**src/rtl/core/bbe_pkg.sv**
```systemverilog
`timescale 1ns / 1ps
// ----------------------------------------------------------------------------
// bbe_pkg: shared definitions for the binary boundary extractor
// Frame size limits, command and register codes, and the result word type.
// ----------------------------------------------------------------------------
package bbe_pkg;

    // Frame size limits
    localparam int MAX_WIDTH  = 1024;
    localparam int MAX_HEIGHT = 1024;
    localparam int MIN_DIM    = 3;

    // Column index width and the width of size registers and row counter
    localparam int COL_W = $clog2(MAX_WIDTH);
    localparam int DIM_W = 11;

    // Reset frame size
    localparam logic [DIM_W-1:0] RESET_WIDTH  = DIM_W'(10);
    localparam logic [DIM_W-1:0] RESET_HEIGHT = DIM_W'(5);

    // Input word kinds carried in tuser
    localparam logic CMD_PIXEL = 1'b0;
    localparam logic CMD_DRAIN = 1'b1;

    // Configuration register indexes
    localparam logic CFG_IMAGE_WIDTH  = 1'b0;
    localparam logic CFG_IMAGE_HEIGHT = 1'b1;

    // One result word
    typedef struct packed {
        logic last_of_frame;
        logic eroded;
        logic boundary;
    } t_result;

endpackage

```
**src/rtl/core/bbe_skid.sv**
```systemverilog
`timescale 1ns / 1ps
// ----------------------------------------------------------------------------
// bbe_skid: output register with skid stage
// Holds up to two result words so that the upstream ready is a register and
// a new word can be taken while a finished one waits downstream.
// ----------------------------------------------------------------------------
module bbe_skid (
    input  logic             i_clk,
    input  logic             i_rst_n,
    input  logic             i_push,
    input  bbe_pkg::t_result i_data,
    output logic             o_ready,
    output logic             o_valid,
    input  logic             i_pop_ready,
    output bbe_pkg::t_result o_data
);
    import bbe_pkg::*;

    logic    r_out_valid;
    logic    r_skid_valid;
    t_result r_out;
    t_result r_skid;
    logic    pop;

    assign pop     = r_out_valid & i_pop_ready;
    assign o_ready = ~r_skid_valid;
    assign o_valid = r_out_valid;
    assign o_data  = r_out;

    // Valid flags
    always_ff @(posedge i_clk) begin
        if (!i_rst_n) begin
            r_out_valid  <= 1'b0;
            r_skid_valid <= 1'b0;
        end else if (r_skid_valid) begin
            if (pop) begin
                r_skid_valid <= 1'b0;
            end
        end else if (!r_out_valid || pop) begin
            r_out_valid <= i_push;
        end else if (i_push) begin
            r_skid_valid <= 1'b1;
        end
    end

    // Payload moves without reset
    always_ff @(posedge i_clk) begin
        if (r_skid_valid) begin
            if (pop) begin
                r_out <= r_skid;
            end
        end else if (!r_out_valid || pop) begin
            if (i_push) begin
                r_out <= i_data;
            end
        end else if (i_push) begin
            r_skid <= i_data;
        end
    end

endmodule

```
**src/rtl/core/binary_boundary_extract_3x3.sv**
```systemverilog
`timescale 1ns / 1ps
// ----------------------------------------------------------------------------
// binary_boundary_extract_3x3: morphological boundary of a binary image
// Gives each pixel's 3x3 erosion and the pixel AND NOT its erosion.
// ----------------------------------------------------------------------------
// Binary pixels enter in raster order, one word per clock, and the block takes
// a word in every cycle as long as the output side keeps up; a two-word output
// stage lets it take a word while a result waits. Each pixel's result leaves
// image_width+1 accepted words after the pixel entered, through the output
// register; after the last pixel of a frame send image_width+1 drain words to
// push out the rest. The two previous rows live in one MAX_WIDTH x 2 bit
// memory whose read for the next column is issued ahead from the next-position
// address, so the memory port sets no limit on rate. Border pixels are never
// eroded. Writing either size register (values are clamped to 3..1024) restarts
// the frame; a drain word before all pixels are in is dropped without a result.
module binary_boundary_extract_3x3 (
    input  logic                        i_clk,
    input  logic                        i_rst_n,
    // Configuration write port
    input  logic                        i_cfg_we,
    input  logic                        i_cfg_idx,
    input  logic [bbe_pkg::DIM_W-1:0]   i_cfg_data,
    // Input stream
    input  logic                        s_axis_tvalid,
    output logic                        s_axis_tready,
    input  logic [7:0]                  s_axis_tdata,  // [0] pixel_in
    input  logic                        s_axis_tuser,  // [0] command
    // Result stream
    output logic                        m_axis_tvalid,
    input  logic                        m_axis_tready,
    output logic [7:0]                  m_axis_tdata,  // [0] boundary, [1] eroded
    output logic                        m_axis_tlast
);
    import bbe_pkg::*;

    logic [DIM_W-1:0] r_width;
    logic [DIM_W-1:0] r_height;
    logic [COL_W-1:0] r_col;
    logic [DIM_W-1:0] r_row;
    logic [8:0]       r_win;
    logic [1:0]       r_lb [MAX_WIDTH];
    logic [1:0]       r_lb_rd;

    logic [COL_W-1:0] n_col;
    logic [DIM_W-1:0] n_row;
    logic [8:0]       n_win;

    logic             accept;
    logic             done;
    logic             act;
    logic             pix;
    logic             emit;
    logic             is_last;
    logic             ero;
    logic             row_end;
    logic [DIM_W-1:0] col_plus;
    logic [DIM_W-1:0] clamped_w;
    logic [DIM_W-1:0] clamped_h;
    t_result          res;
    t_result          out_res;

    // Clamp the written value into the legal frame size range
    always_comb begin
        if (i_cfg_data < DIM_W'(MIN_DIM)) begin
            clamped_w = DIM_W'(MIN_DIM);
        end else if (i_cfg_data > DIM_W'(MAX_WIDTH)) begin
            clamped_w = DIM_W'(MAX_WIDTH);
        end else begin
            clamped_w = i_cfg_data;
        end
        if (i_cfg_data < DIM_W'(MIN_DIM)) begin
            clamped_h = DIM_W'(MIN_DIM);
        end else if (i_cfg_data > DIM_W'(MAX_HEIGHT)) begin
            clamped_h = DIM_W'(MAX_HEIGHT);
        end else begin
            clamped_h = i_cfg_data;
        end
    end

    // A word does work unless it is a drain while pixels are still due
    assign accept  = s_axis_tvalid & s_axis_tready;
    assign done    = (r_row >= r_height);
    assign act     = accept & ((s_axis_tuser == CMD_PIXEL) | done);
    assign pix     = done ? 1'b0 : s_axis_tdata[0];

    // Shift the new column into the window: upper, middle, current row
    assign n_win   = {pix, r_lb_rd[1], r_lb_rd[0], r_win[8:3]};

    // The window centre is the pixel that entered image_width+1 words ago
    assign emit    = act & ((r_row >= DIM_W'(2)) ||
                     ((r_row == DIM_W'(1)) && (r_col != '0)));
    assign is_last = (r_col == '0) && (r_row == DIM_W'(r_height + DIM_W'(1)));
    assign ero     = (r_col >= COL_W'(2)) && (r_row >= DIM_W'(2)) &&
                     (r_row < r_height) && (&n_win);

    assign res.boundary      = n_win[4] & ~ero;
    assign res.eroded        = ero;
    assign res.last_of_frame = is_last;

    // Next raster position
    assign col_plus = DIM_W'(r_col) + DIM_W'(1);
    assign row_end  = (col_plus >= r_width);

    always_comb begin
        n_col = r_col;
        n_row = r_row;
        if (i_cfg_we || (emit && is_last)) begin
            n_col = '0;
            n_row = '0;
        end else if (act) begin
            if (row_end) begin
                n_col = '0;
                n_row = DIM_W'(r_row + DIM_W'(1));
            end else begin
                n_col = col_plus[COL_W-1:0];
            end
        end
    end

    // Frame size registers, position counters and window
    always_ff @(posedge i_clk) begin
        if (!i_rst_n) begin
            r_width  <= RESET_WIDTH;
            r_height <= RESET_HEIGHT;
            r_col    <= '0;
            r_row    <= '0;
            r_win    <= '0;
        end else begin
            r_col <= n_col;
            r_row <= n_row;
            if (i_cfg_we) begin
                if (i_cfg_idx == CFG_IMAGE_WIDTH) begin
                    r_width <= clamped_w;
                end else begin
                    r_height <= clamped_h;
                end
                r_win <= '0;
            end else if (emit && is_last) begin
                r_win <= '0;
            end else if (act) begin
                r_win <= n_win;
            end
        end
    end

    // Line buffer memory: bit 1 is the previous row, bit 0 the one above it.
    // The read for the next column is registered ahead, from the next-position address.
    always_ff @(posedge i_clk) begin
        if (act) begin
            r_lb[r_col] <= {pix, r_lb_rd[1]};
        end
        r_lb_rd <= r_lb[n_col];
    end

    // Output stage
    bbe_skid u_skid (
        .i_clk       (i_clk),
        .i_rst_n     (i_rst_n),
        .i_push      (emit),
        .i_data      (res),
        .o_ready     (s_axis_tready),
        .o_valid     (m_axis_tvalid),
        .i_pop_ready (m_axis_tready),
        .o_data      (out_res)
    );

    assign m_axis_tdata = {6'b0, out_res.eroded, out_res.boundary};
    assign m_axis_tlast = out_res.last_of_frame;

`ifndef SYNTHESIS
    // The column counter always stays inside the current row
    a_col_in_row: assert property (@(posedge i_clk) disable iff (!i_rst_n)
        DIM_W'(r_col) < r_width)
        else $error("column counter beyond image width");

    // Rows run at most to the last drain row
    a_row_bound: assert property (@(posedge i_clk) disable iff (!i_rst_n)
        r_row <= DIM_W'(r_height + DIM_W'(1)))
        else $error("row counter beyond drain row");

    // Input held off only while results are queued downstream
    a_stall_cause: assert property (@(posedge i_clk) disable iff (!i_rst_n)
        !s_axis_tready |-> m_axis_tvalid)
        else $error("input stalled with no result pending");

    // The final pixel of a frame is a corner and is never eroded
    a_last_border: assert property (@(posedge i_clk) disable iff (!i_rst_n)
        (m_axis_tvalid && m_axis_tlast) |-> !m_axis_tdata[1])
        else $error("frame corner reported as eroded");
`endif

endmodule

```
**config.mk**
```make
export PLATFORM = sky130hd
export DESIGN_NAME = binary_boundary_extract_3x3
export DESIGN_NICKNAME = d
export VERILOG_FILES = /design/src/rtl/core/bbe_pkg.sv /design/src/rtl/core/bbe_skid.sv /design/src/rtl/core/binary_boundary_extract_3x3.sv
export SDC_FILE = /design/constraint.sdc
export NUM_CORES = 2
export LEC_CHECK = 0
export BUFFER_PORTS_ARGS = -buffer_cell sky130_fd_sc_hd__buf_2
export CORE_ASPECT_RATIO = 1.25
export CORE_UTILIZATION = 25
export DETAILED_ROUTE_END_ITERATION = 8
export GPL_TIMING_DRIVEN = 1
export PLACE_DENSITY = 0.46
export SLEW_MARGIN = 10
export SYNTH_ARGS = -nofsm -noshare
export SYNTH_HDL_FRONTEND = slang
export SYNTH_SLANG_ARGS = --single-unit
```
**constraint.sdc**
```tcl
create_clock -name i_clk -period 89.6 [get_ports i_clk]
set_input_delay 8.96 -clock i_clk [delete_from_list [all_inputs] [get_ports i_clk]]
set_output_delay 8.96 -clock i_clk [all_outputs]
set_load 0.005 [all_outputs]
```
==> PnR_summary.wiki <==
{| class="wikitable"
! Metric !! Value
|-
| Fmax || 60.93 MHz
|-
| Transition time at the pin with the least slew margin || 1330 ps
|-
| Post-synthesis cell type count || 93
|-
| Synth Area in XOR/XNOR || 0.3300%
|-
| Setup violations, final || 0
|-
| I/O pins || 37
|-
| Fraction of the cycle the final worst path needs || 18.32%
|-
| Setup crit start kind || input pin
|-
| Leading cell types by count after synthesis || edfxtp_1 (2054), nand2_1 (1736), nor2_1 (1141)
|-
| Post-CTS resize count || 0
|-
| Largest net degree at the start of global routing || 209
|-
| Weighted congestion at the end of routability-driven global placement || 0.8506
|-
| Estimated wirelength of the detail-placed design || 197300 um
|-
| Antenna violations before repair || 16
|-
| Unrepaired setup endpoints after global routing || false
|-
| Critical path data required time || 90290 ps
|-
| Sequential fraction of design power || 51.8%
|-
| Number of flops mapped to enable cells by yosys || 2054
|-
| Latest clock arrival within the worst-skew pair || 910 ps
|-
| Share of post-route cells with drive strength above 1 || 9.200%
|-
| Combinational share of power || 5.5%
|-
| Sequential share of the synthesized area || 69.83%
|-
| Horizontal extent of the die || 538.2 um
|-
| Max_slew headroom || 10.49%
|-
| Final ANT Viol Nets || 0
|-
| Clock Pin Slew Worst Setup and Hold Paths || 60 ps
|-
| Vias after detailed routing || 62532
|-
| Total chip power || 2.115 mW
|-
| Post-route minimum period || 16410 ps
|-
| Final layout net count || 7476
|-
| Path type of the worst setup path || in2reg
|-
| Clock sink total || 2107
|-
| Fraction of the mapped netlist area in adder cells || 0.4178%
|-
| P_leak || 32.84 nW
|-
| Peak fanout along the critical path || 99
|-
| P&R area growth vs syn || 13.60%
|-
| Residual overflow from global routing || 0
|-
| Total internal power || 1.628 mW
|-
| Util after Layout || 28.61%
|-
| Share of the synthesized area in the top cell type || 68.65%
|-
| Wire length of the first global-routing pass || 476500 um
|-
| Floorplan die area || 361800 sq um
|-
| Hold bufs inserted after CTS || 0
|-
| Count of standard-cell rows || 245
|-
| Root buffer selected by CTS || clkbuf_16
|-
| Buffers on Ports || 23
|-
| Hold Crit Class || reg2reg
|-
| Leading area contributor after synthesis || edfxtp_1
|-
| Clock tree from TritonCTS || done
|-
| Most common cell in the netlist || edfxtp_1
|-
| Switching power || 487.6 uW
|-
| WL/cell || 27.86 um
|-
| Area fraction in compound gates after synthesis || 7.830%
|-
| Pre-antenna DRT Iters || 5
|-
| Warning count from the yosys run || 0
|-
| Final Slew Violations || 0
|-
| Final wirelength || 342600 um
|-
| Max-capacitance violation count || 0
|-
| Worst-case vdd ir drop || 16.18 uV
|-
| Post-synthesis area per instance || 11.90 sq um
|-
| PD cells || 20.72 nW/um^2
|-
| Iteration-0 DRC count of the detailed router || 6597
|-
| Number of buffers created by CTS || 218
|-
| Y dimension of the die || 672.3 um
|-
| Total Routing Usage GR || 18.34%
|-
| Cell Area, Synth || 89850 sq um
|-
| Post-synthesis sequential element count || 2107
|-
| DR vias/cell || 5.086
|-
| Post-synth top flop || edfxtp_1
|-
| Worst Skew || 90.65 ps
|-
| Switching power as a share of total power || 23.05%
|-
| Relative contribution of the clock network to total power || 42.7%
|-
| Combinational family with the most area after synthesis || simple AND/OR/NAND/NOR gates
|-
| Initial core utilization || 25.18%
|-
| Maximum count of clock buffers along a single path || 4
|-
| Number of remaining DRC errors || 0
|-
| Post-CTS Setup Inserts || 0
|-
| Std-Cell Core Area || 356800 sq um
|-
| Status || completed
|-
| Gate count of the mapped netlist || 7548
|-
| Final total negative setup slack || 0 ps
|-
| WP data arrival || 17100 ps
|-
| Fraction of synthesized area in multiplexers || 2.075%
|-
| Endpoints failing hold || 0
|-
| Endpoint class of the critical path || flip-flop
|-
| CTS H-tree lvls || 4
|-
| Synth area leaders || edfxtp_1 (69%), nand2_1 (7.3%), nor2_1 (4.8%)
|-
| Number of global-route vias before repair || 62086
|-
| Share of synthesized flip-flops with an asynchronous set or reset || 0%
|-
| Post-synthesis share of cell area spent on and, or, nand and nor gates || 16.18%
|}
-- power groups by stage --
stage                     Sequential (mW)  Combinational [mW]  Clock [mW]
after floorplan                      1.16              0.0644           0
after global placement               1.12               0.117           0
after detailed placement             1.12               0.118           0
after CTS                            1.09               0.118       0.917
after global routing                 1.09               0.126       0.950
final                                1.09               0.117       0.904
-- final cells by class --
| cell class | count | area [sq um] |
|---|---|---|
| antenna | 4 | 10.01 |
| tap | 4693 | 5872 |
| timing repair buffer | 251 | 1964 |
| clock inverter | 131 | 1155 |
| clock buffer | 267 | 5703 |
| sequential | 2107 | 62740 |
| fill | 36791 | 254700 |
| multi-input combinational | 4808 | 24500 |
| inverter | 34 | 130.1 |
-- through the flow --
stage                     area, sq um  cells  hold slack [ps]  worst slack [ps]
final                          102100  12295            460.6             73190
after global routing           102100  12292            480.3             73170
after CTS                      102000  12290            456.9             73420
after detailed placement        95190  11892            447.1             72550
after global placement          95180  11892            444.5             72610
after floorplan                 89870   7553            431.7             47530
-- worst max-delay path, stage by stage --
cell      delay [ps]
buf_2            120
o211a_1          610
nor2_1           220
a21oi_1          480
buf_4            270
o21ai_2           60
buf_4            240
a211oi_4         220
buf_12           550
buf_4            700
buf_4            570
buf_4            650
nand2_1          360
o221ai_1         310
a21oi_1           90
o41ai_1         1000
a31oi_1          280
o311ai_1         580
o2111a_1         560
-- flip-flops by register name, indices dropped and copies added, names as in the netlist --
signal / count
r_lb: 2048
r_height: 11
r_row: 11
r_width: 11
r_col: 10
r_win: 6
u_skid.o_data: 3
u_skid.r_skid: 3
r_lb_rd: 2
u_skid.o_valid: 1
u_skid.r_skid_valid: 1
-- layer usage --
| layer | vias to the layer above | GRT usage, % | wire [um] | part of all wire [%] |
|---|---|---|---|---|
| li1 | 27062 | - | - | - |
| met1 | 32410 | 22.27 | 133800 | 39 |
| met2 | 2410 | 31.75 | 168500 | 49 |
| met3 | 642 | 2.516 | 21570 | 6.3 |
| met4 | 8 | 9.201 | 18730 | 5.5 |
| met5 | - | 0 | 52 | 0.015 |
-- logic make-up after synthesis --
family	after synthesis
simple gates	3549
flops	2107
compound gates	1041
buf+inv	638
mux	149
xor+xnor	33
fa+ha+maj	30
other cells	1
-- layout by cell type, fill, tap and decap left out, types with 61 or more instances in the layout --
cell       Yosys  final
clkinv_1       0     61
a31oi_1      141    141
nand3_1      395    392
a32oi_1      105    105
nor2_1      1141   1129
and3_1       113    113
nand2_1     1736   1698
buf_4         41    216
clkbuf_16      0    221
mux2i_1       94     94
a21oi_1      362    359
o21ai_0       83     82
edfxtp_1    2054   2054
-- path summary, 6_finish.rpt --
kind | startpoint | to | slack (ps) | depth (start not counted)
max | s_axis_tuser | r_lb_rd[0] | 73190 | 19
min | r_win[4] | r_win[4] | 460 | 2
max reg2reg | r_col[2] | r_lb_rd[0] | 79770 | 22
min reg2reg | r_win[4] | r_win[4] | 460 | 2
No activity file was read; power rests on OpenSTA's default activity.
